`src/bbff_pkg.sv`:
```
// Shared constants, token class codes and interface structs for the brace
// block fold finder. No dependencies; every other file but bbff_ram imports it.
`default_nettype none
package bbff_pkg;

  localparam int STACK_DEPTH = 64;
  localparam int LINE_BITS   = 20;
  localparam int ADDR_BITS   = $clog2(STACK_DEPTH);
  localparam int FILL_BITS   = $clog2(STACK_DEPTH + 1);
  localparam int EXCESS_BITS = 16;
  localparam int CLASS_BITS  = 3;
  localparam int DATA_BITS   = ((2 * LINE_BITS + 7) / 8) * 8;

  localparam logic [EXCESS_BITS-1:0] EXCESS_MAX = {EXCESS_BITS{1'b1}};

  typedef enum logic [CLASS_BITS-1:0] {
    CLS_OTHER   = 3'd0,
    CLS_COMMENT = 3'd1,
    CLS_OPEN    = 3'd2,
    CLS_SEMI    = 3'd3,
    CLS_CLOSE   = 3'd4
  } tok_cls_t;

  // Command from the token decoder to the stack.
  typedef struct packed {
    logic                 push;
    logic                 pop;
    logic [LINE_BITS-1:0] line;
  } stk_cmd_t;

  // Stack status seen by the token decoder.
  typedef struct packed {
    logic                 empty;
    logic                 full;
    logic [LINE_BITS-1:0] top;
  } stk_stat_t;

  // One fold range; fold_start sits in the low bits.
  typedef struct packed {
    logic [LINE_BITS-1:0] fold_end;
    logic [LINE_BITS-1:0] fold_start;
  } fold_t;

endpackage
`default_nettype wire

```
`src/bbff_ram.sv`:
```
// Generic single-clock RAM with one write port and one registered read port.
// No dependencies.
`default_nettype none
module bbff_ram #(
  parameter int WIDTH = 8,
  parameter int DEPTH = 16
) (
  input  wire logic                     clk,
  input  wire logic                     we,
  input  wire logic [$clog2(DEPTH)-1:0] waddr,
  input  wire logic [WIDTH-1:0]         wdata,
  input  wire logic [$clog2(DEPTH)-1:0] raddr,
  output logic      [WIDTH-1:0]         rdata
);

  logic [WIDTH-1:0] mem [DEPTH];

  always_ff @(posedge clk) begin
    if (we) begin
      mem[waddr] <= wdata;
    end
    rdata <= mem[raddr];
  end

endmodule
`default_nettype wire

```
`src/bbff_stack.sv`:
```
// Open-line stack: top entry in a register, the rest in a RAM.
// Depends on bbff_pkg and bbff_ram.
`default_nettype none
module bbff_stack (
  input  wire logic               clk,
  input  wire logic               rst,
  input  wire bbff_pkg::stk_cmd_t cmd,
  output bbff_pkg::stk_stat_t     stat
);
  import bbff_pkg::*;

  logic [FILL_BITS-1:0] fill;
  logic [FILL_BITS-1:0] fill_next;
  logic [LINE_BITS-1:0] top;
  logic [LINE_BITS-1:0] top_next;
  logic [FILL_BITS-1:0] fill_m1;
  logic [FILL_BITS-1:0] rd_ptr;
  logic [ADDR_BITS-1:0] waddr;
  logic [ADDR_BITS-1:0] raddr;
  logic                 we;
  logic [LINE_BITS-1:0] rdata;
  logic                 fwd_valid;
  logic [LINE_BITS-1:0] fwd_data;
  logic [LINE_BITS-1:0] second;

  // The RAM is always reading the entry just below the top for the coming
  // cycle, so a pop can refill the top register without waiting.
  assign second = fwd_valid ? fwd_data : rdata;

  always_comb begin
    fill_next = fill;
    top_next  = top;
    if (cmd.push) begin
      fill_next = fill + FILL_BITS'(1);
      top_next  = cmd.line;
    end else if (cmd.pop) begin
      fill_next = fill - FILL_BITS'(1);
      top_next  = second;
    end
  end

  assign fill_m1 = fill - FILL_BITS'(1);
  assign rd_ptr  = fill_next - FILL_BITS'(2);
  assign we      = cmd.push && (fill != '0);
  assign waddr   = fill_m1[ADDR_BITS-1:0];
  assign raddr   = rd_ptr[ADDR_BITS-1:0];

  bbff_ram #(
    .WIDTH (LINE_BITS),
    .DEPTH (STACK_DEPTH)
  ) u_ram (
    .clk   (clk),
    .we    (we),
    .waddr (waddr),
    .wdata (top),
    .raddr (raddr),
    .rdata (rdata)
  );

  always_ff @(posedge clk) begin
    if (rst) begin
      fill      <= '0;
      fwd_valid <= 1'b0;
    end else begin
      fill      <= fill_next;
      fwd_valid <= we && (waddr == raddr);
    end
    top      <= top_next;
    fwd_data <= top;
  end

  assign stat.empty = (fill == '0);
  assign stat.full  = (fill == FILL_BITS'(STACK_DEPTH));
  assign stat.top   = top;

endmodule
`default_nettype wire

```
`src/bbff_outq.sv`:
```
// Two-entry result queue (output register plus skid register).
// Depends on bbff_pkg.
`default_nettype none
module bbff_outq (
  input  wire logic                 clk,
  input  wire logic                 rst,
  input  wire logic                 push,
  input  wire bbff_pkg::fold_t      fold,
  output logic                      full,
  output logic                      m_tvalid,
  input  wire logic                 m_tready,
  output logic [bbff_pkg::DATA_BITS-1:0] m_tdata
);
  import bbff_pkg::*;

  fold_t head;
  fold_t skid;
  logic  skid_valid;
  logic  pop;

  assign pop = m_tvalid && m_tready;

  always_ff @(posedge clk) begin
    if (rst) begin
      m_tvalid   <= 1'b0;
      skid_valid <= 1'b0;
    end else if (skid_valid) begin
      if (pop) begin
        head       <= skid;
        skid_valid <= 1'b0;
      end
    end else if (push) begin
      if (!m_tvalid || pop) begin
        head     <= fold;
        m_tvalid <= 1'b1;
      end else begin
        skid       <= fold;
        skid_valid <= 1'b1;
      end
    end else if (pop) begin
      m_tvalid <= 1'b0;
    end
  end

  assign full    = skid_valid;
  assign m_tdata = DATA_BITS'(head);

endmodule
`default_nettype wire

```
`src/brace_block_fold_finder.sv`:
```
// Brace block fold finder: top level with the token decoder, anchor and
// excess counter. Depends on bbff_pkg, bbff_stack and bbff_outq.
//
// Usage. Source tokens enter on the s_ channel, one item per token: the
// class travels in s_tuser, the one-based start and end lines in s_tdata.
// Open braces push the line of the statement they belong to (the last
// ordinary token since a comment, semicolon or brace, else the brace line);
// close braces pop it and, when the lines differ, a zero-based fold range
// leaves on the m_ channel. Most tokens produce no result item.
// Throughput is one token per cycle while s_tready is high. A fold range is
// registered in the result queue before it shows on m_tvalid. The top of the
// stack is held in a register and the RAM continuously reads the entry below
// it; a write and a read of the same RAM entry in one cycle are resolved by
// forwarding, so pushes and pops may follow each other in consecutive cycles.
// Results wait in a two-entry queue; while the receiver stalls, tokens are
// still accepted until a second result is queued, then s_tready drops.
// Reset (rst, synchronous, active high) empties the stack, the queue and the
// excess counter and forgets the anchor. The RAM needs no clearing: only
// entries below the fill level are ever used. Opens beyond the stack depth
// are counted (saturating) and their closes give no range.
`default_nettype none
module brace_block_fold_finder (
  input  wire logic                                 clk,
  input  wire logic                                 rst,
  input  wire logic                                 s_tvalid,
  output logic                                      s_tready,
  // s_tdata: start_line, end_line (from bit 0 up), zero padded to bytes
  input  wire logic [bbff_pkg::DATA_BITS-1:0]       s_tdata,
  // s_tuser: token_class
  input  wire logic [bbff_pkg::CLASS_BITS-1:0]      s_tuser,
  output logic                                      m_tvalid,
  input  wire logic                                 m_tready,
  // m_tdata: fold_start, fold_end (from bit 0 up), zero padded to bytes
  output logic [bbff_pkg::DATA_BITS-1:0]            m_tdata
);
  import bbff_pkg::*;

  logic                   accept;
  logic [LINE_BITS-1:0]   start_line;
  logic [LINE_BITS-1:0]   end_line;
  logic                   anchor_valid;
  logic                   anchor_valid_next;
  logic [LINE_BITS-1:0]   anchor_line;
  logic [LINE_BITS-1:0]   anchor_line_next;
  logic [EXCESS_BITS-1:0] excess;
  logic [EXCESS_BITS-1:0] excess_next;
  stk_cmd_t               cmd;
  stk_stat_t              stat;
  logic                   res_valid;
  fold_t                  fold;
  logic                   q_full;

  assign s_tready   = !q_full;
  assign accept     = s_tvalid && s_tready;
  assign start_line = s_tdata[LINE_BITS-1:0];
  assign end_line   = s_tdata[2*LINE_BITS-1:LINE_BITS];

  // Zero-based conversion wraps a line of zero to all ones.
  assign fold.fold_start = stat.top - LINE_BITS'(1);
  assign fold.fold_end   = end_line - LINE_BITS'(1);

  always_comb begin
    anchor_valid_next = anchor_valid;
    anchor_line_next  = anchor_line;
    excess_next       = excess;
    cmd.push          = 1'b0;
    cmd.pop           = 1'b0;
    cmd.line          = anchor_valid ? anchor_line : start_line;
    res_valid         = 1'b0;
    if (accept) begin
      case (s_tuser)
        CLS_COMMENT, CLS_SEMI: begin
          anchor_valid_next = 1'b0;
        end
        CLS_OPEN: begin
          if (!stat.full) begin
            cmd.push = 1'b1;
          end else if (excess != EXCESS_MAX) begin
            excess_next = excess + EXCESS_BITS'(1);
          end
          anchor_valid_next = 1'b0;
        end
        CLS_CLOSE: begin
          // Closes first cancel opens that overflowed the stack; a close
          // with nothing open leaves everything untouched.
          if (excess != '0) begin
            excess_next       = excess - EXCESS_BITS'(1);
            anchor_valid_next = 1'b0;
          end else if (!stat.empty) begin
            cmd.pop           = 1'b1;
            anchor_valid_next = 1'b0;
            res_valid         = (stat.top != end_line);
          end
        end
        default: begin
          // Ordinary tokens, including undefined class codes.
          anchor_valid_next = 1'b1;
          anchor_line_next  = start_line;
        end
      endcase
    end
  end

  always_ff @(posedge clk) begin
    if (rst) begin
      anchor_valid <= 1'b0;
      anchor_line  <= '0;
      excess       <= '0;
    end else begin
      anchor_valid <= anchor_valid_next;
      anchor_line  <= anchor_line_next;
      excess       <= excess_next;
    end
  end

  bbff_stack u_stack (
    .clk  (clk),
    .rst  (rst),
    .cmd  (cmd),
    .stat (stat)
  );

  bbff_outq u_outq (
    .clk      (clk),
    .rst      (rst),
    .push     (res_valid),
    .fold     (fold),
    .full     (q_full),
    .m_tvalid (m_tvalid),
    .m_tready (m_tready),
    .m_tdata  (m_tdata)
  );

endmodule
`default_nettype wire

```
`config.mk`:
```
export PLATFORM = sky130hd
export DESIGN_NAME = brace_block_fold_finder
export DESIGN_NICKNAME = d
export VERILOG_FILES = /design/src/bbff_pkg.sv /design/src/bbff_ram.sv /design/src/bbff_stack.sv /design/src/bbff_outq.sv /design/src/brace_block_fold_finder.sv
export SDC_FILE = /design/constraint.sdc
export NUM_CORES = 2
export LEC_CHECK = 0
export BUFFER_PORTS_ARGS = -buffer_cell sky130_fd_sc_hd__buf_2
export CAP_MARGIN = 20
export CORE_MARGIN = 10
export CORE_UTILIZATION = 50
export CTS_BUF_LIST = sky130_fd_sc_hd__clkbuf_2 sky130_fd_sc_hd__clkbuf_4 sky130_fd_sc_hd__clkbuf_8
export DETAILED_ROUTE_END_ITERATION = 8
export PLACE_DENSITY = 0.73
export SETUP_SLACK_MARGIN = 0.02
export SKIP_CTS_REPAIR_TIMING = 1
export SYNTH_ARGS = -nofsm -noshare
export SYNTH_HDL_FRONTEND = slang
export SYNTH_SLANG_ARGS = --single-unit
```
`constraint.sdc`:
```
create_clock -name clk -period 7 [get_ports clk]
set_clock_uncertainty 0.05 [all_clocks]
set_input_delay 1.75 -clock clk [delete_from_list [all_inputs] [get_ports clk]]
set_output_delay 1.75 -clock clk [all_outputs]
set_load 0.01 [all_outputs]
```
==> run_results.csv <==
group,metric,value,unit
outcome,status,"complete, no violations",
yosys,ys_warn_count,0,
clocking,cts_tree,"done",
drt,post_drt_wl_per_cell,27.1,um
floorplan,die_area,154000,um^2
sta,max_freq,0.166,GHz
sta,fin_crit_sh,0.862,
critical_path,cp.required,7.80,ns
critical_path,arrival,6.84,ns
critical_path,r2r_cells,14,
critical_path,cp-start-kind,"flip-flop",
sta,worst_slack,0.963,ns
placement,pre_cts_slack,0.258,ns
yosys,synth_cells,5520,
grt,gr-total-overflow,0,
cells_and_area,multiInputGateArea,24300,um^2
drt,vias_per_cell,6.57,
drt,dr.pass1.iters,8,
critical_path,r2r_start,"u_stack.fill[0]$_SDFF_PP0_",
pwr,leakagePower,26.5,nW
drt,ant_nets,0,
grt,grt_first_pass_wirelength,299000,um
grt,first_global_vias,46600,
placement,io_buffers,88,
floorplan,row_count,136,
critical_path,crit_path_start,"u_stack.fill[0]$_SDFF_PP0_",
drt,totalWireLength,204000,um
placement,dpl.hpwl,113000,um
yosys,ys.flop_type,"edfxtp_1",
sta,slew_violations,0,
yosys,yosysUniqueCellTypes,74,
sta,final.min_clock_period,6.04,ns
cells_and_area,final_area,76700,um^2
placement,routabilityCongestion,0.882,
cells_and_area,syn_to_final_growth,10.7,%
sta,rsz0062_at_grt,"no",
yosys,synthArstFlopShare,0,
critical_path,crit_path_end,"u_stack.u_ram.rdata[8]$_DFF_P_",
clocking,cts_inserted_buffers,224,
placement,detailed_place.area,72100,um^2
grt,grt_usage,0.255,
sta,timing.slew.headroom,0.206,
yosys,ys_seq_area_frac,0.623,
critical_path,r2r-end,"u_stack.u_ram.rdata[8]$_DFF_P_",
critical_path,critPathCaptureType,"flip-flop",
clocking,htreeDepth,4,
clocking,clkSinkCount,1467,
sta,final-hold-violation-count,0,
cells_and_area,drive_gt1_frac,0.155,
pwr,peakVddDrop,0.000220,V
cells_and_area,fin_nets,5575,
sta,tns,0,ns
yosys,synth-seq-cells,1467,
critical_path,crit_fanout,96,
yosys,synth_area_per_cell,12.6,um^2
worst_hold_path,hp-class,"reg -> reg",
critical_path,cpPeakStageDelay,0.96,ns
floorplan,core_area,137000,um^2
clocking,path_clk_slew,0.06,ns
floorplan,fp.dieW,392,um
yosys,netlist_area,69300,um^2
pwr,power,18.7,mW
critical_path,critical_path_class,"reg -> reg",
sta,worst_pin_slew,1.19,ns
drt,drt_iter0_drc,6944,
floorplan,ioPinCount,89,
yosys,synth_edf_count,1380,
pwr,p_per_area,244,nW/um^2
critical_path,cpMaxStageDelayCell,"nor4_1",
floorplan,die_h,392,um
clocking,clk_latency,0.97,ns
grt,grt_max_degree,243,
drt,drc,0,
clocking,clockBufferDepth,3,
yosys,syn_nets,5587,
job,drv_cap,0,
sta,setup_viol,0,
critical_path,crit_chain,"inv_8 -> ha_1 -> nor3b_2 -> nand2_1 -> o211a_4 -> a221oi_2 -> a311o_1 -> ha_1 -> xor2_4 -> buf_12 -> mux2i_1 -> nor4_1 -> o22ai_1 -> nor4_1",
drt,vias,49300,
grt,antenna_found_initial,16,
cells_and_area,fill_cells,10800,
cells_and_area,regArea,43200,um^2
critical_path,r2r_slack,0.96,ns
clocking,ctsRootBufferMaster,"clkbuf_8",
floorplan,start_util,0.504,
[sequential cells by signal (all words and copies together), names as in the netlist]
signal,cells
u_stack.top,20
u_stack.u_ram.rdata,20
anchor_valid,1
u_outq.m_tdata,40
anchor_line,20
u_outq.full,1
u_stack.u_ram.mem,1280
u_stack.fill,7
excess,16
u_outq.skid,40
u_outq.m_tvalid,1
u_stack.fwd_valid,1
u_stack.fwd_data,20
[cell type report]
| cell class | count | area share |
|---|---|---|
| sequential | 1467 | 0.563 |
| multi-input combinational | 3516 | 0.317 |
| clock buffer | 332 | 0.0521 |
| timing repair buffer | 277 | 0.0303 |
| tap | 1794 | 0.0293 |
| clock inverter | 88 | 0.00707 |
| inverter | 22 | 0.00129 |
| antenna | 4 | 0.000131 |
[how the worst min path moves through the flow]
stage / from / to / depth (start not counted)
6_report: anchor_line[5]$_SDFFE_PP0P_ / anchor_line[5]$_SDFFE_PP0P_ / 2
5_1_grt: anchor_line[5]$_SDFFE_PP0P_ / anchor_line[5]$_SDFFE_PP0P_ / 2
4_1_cts: anchor_line[8]$_SDFFE_PP0P_ / anchor_line[8]$_SDFFE_PP0P_ / 2
3_5_place_dp: anchor_line[8]$_SDFFE_PP0P_ / anchor_line[8]$_SDFFE_PP0P_ / 2
3_3_place_gp: anchor_line[9]$_SDFFE_PP0P_ / anchor_line[9]$_SDFFE_PP0P_ / 2
2_1_floorplan: anchor_line[0]$_SDFFE_PP0P_ / anchor_line[0]$_SDFFE_PP0P_ / 2
[routing by layer]
| metal | track usage | wire (um) | vias to the layer above |
|---|---|---|---|
| li1 | - | - | 21400 |
| met1 | 0.343 | 78300 | 24500 |
| met2 | 0.395 | 93200 | 2941 |
| met3 | 0.0597 | 23500 | 452 |
| met4 | 0.113 | 8450 | 8 |
| met5 | 0 | 49 | - |
[cells in the mapped netlist, types with 43 or more instances]
library cell	instances	share of area
mux2i_1	443	0.064
buf_2	51	0.0037
a21oi_1	288	0.021
mux2_2	98	0.016
nor4_1	92	0.0083
edfxtp_1	1380	0.60
o22ai_1	61	0.0055
nand2_1	841	0.046
a211oi_1	321	0.035
o21bai_1	561	0.061
dfxtp_1	87	0.025
a311oi_1	283	0.036
clkbuf_1	409	0.022
nor2_1	140	0.0076
and3_1	43	0.0039
[stage by stage]
| stage | cells | hold WS [ns] | utilization |
|---|---|---|---|
| 2_1_floorplan | 5520 | 0.410 | - |
| 3_3_place_gp | 7072 | 0.423 | 0.524 |
| 3_5_place_dp | 7076 | 0.436 | 0.525 |
| 4_1_cts | 7496 | 0.449 | 0.558 |
| 5_1_grt | 7497 | 0.466 | 0.558 |
| 6_report | 7500 | 0.447 | 0.558 |
[report_power, final]
group / switching, mW / total (mW) / internal (mW)
logic: 1.16 / 1.73 / 0.562
registers: 0.0906 / 9.74 / 9.65
clock network: 3.43 / 7.21 / 3.78
total: 4.68 / 18.7 / 14.0
[worst max-delay path, delay by kind of cell (launching register included)]
kind	cells	cell delay (ns)
simple gates	4	1.72
buf+inv	2	0.76
compound gates	4	1.25
mux	1	0.13
fa+ha+maj	2	0.92
xor+xnor	1	0.56
flops	1	0.37
[cell families (layout without fill, tap and decap cells)]
family,count (synthesis),in the layout,share of synthesized area
flip-flops,1467,1467,0.623
multiplexers,541,541,0.0799
adder cells (fa/ha/maj),20,20,0.00372
other,0,4,0
AO/OA/AOI/OAI,1627,1627,0.173
buffers and inverters,537,719,0.0317
AND/OR/NAND/NOR,1254,1254,0.0789
XOR/XNOR,74,74,0.00957
[layout by cell type (no fill, tap or decap), drive strengths merged, types with 19 or more instances in the layout]
cell type / count
a211oi: 321
a21oi: 288
a311oi: 283
and3: 43
buf: 277
clkbuf: 332
clkinv: 73
dfxtp: 87
edfxtp: 1380
ha: 19
inv: 32
mux2: 98
mux2i: 443
nand2: 843
nor2: 142
nor2b: 27
nor3: 21
nor4: 98
o21ai: 21
o21bai: 561
o221ai: 40
o22ai: 61
o32ai: 20
xnor2: 34
xor2: 40
No activity file was read; power rests on OpenSTA's default activity.
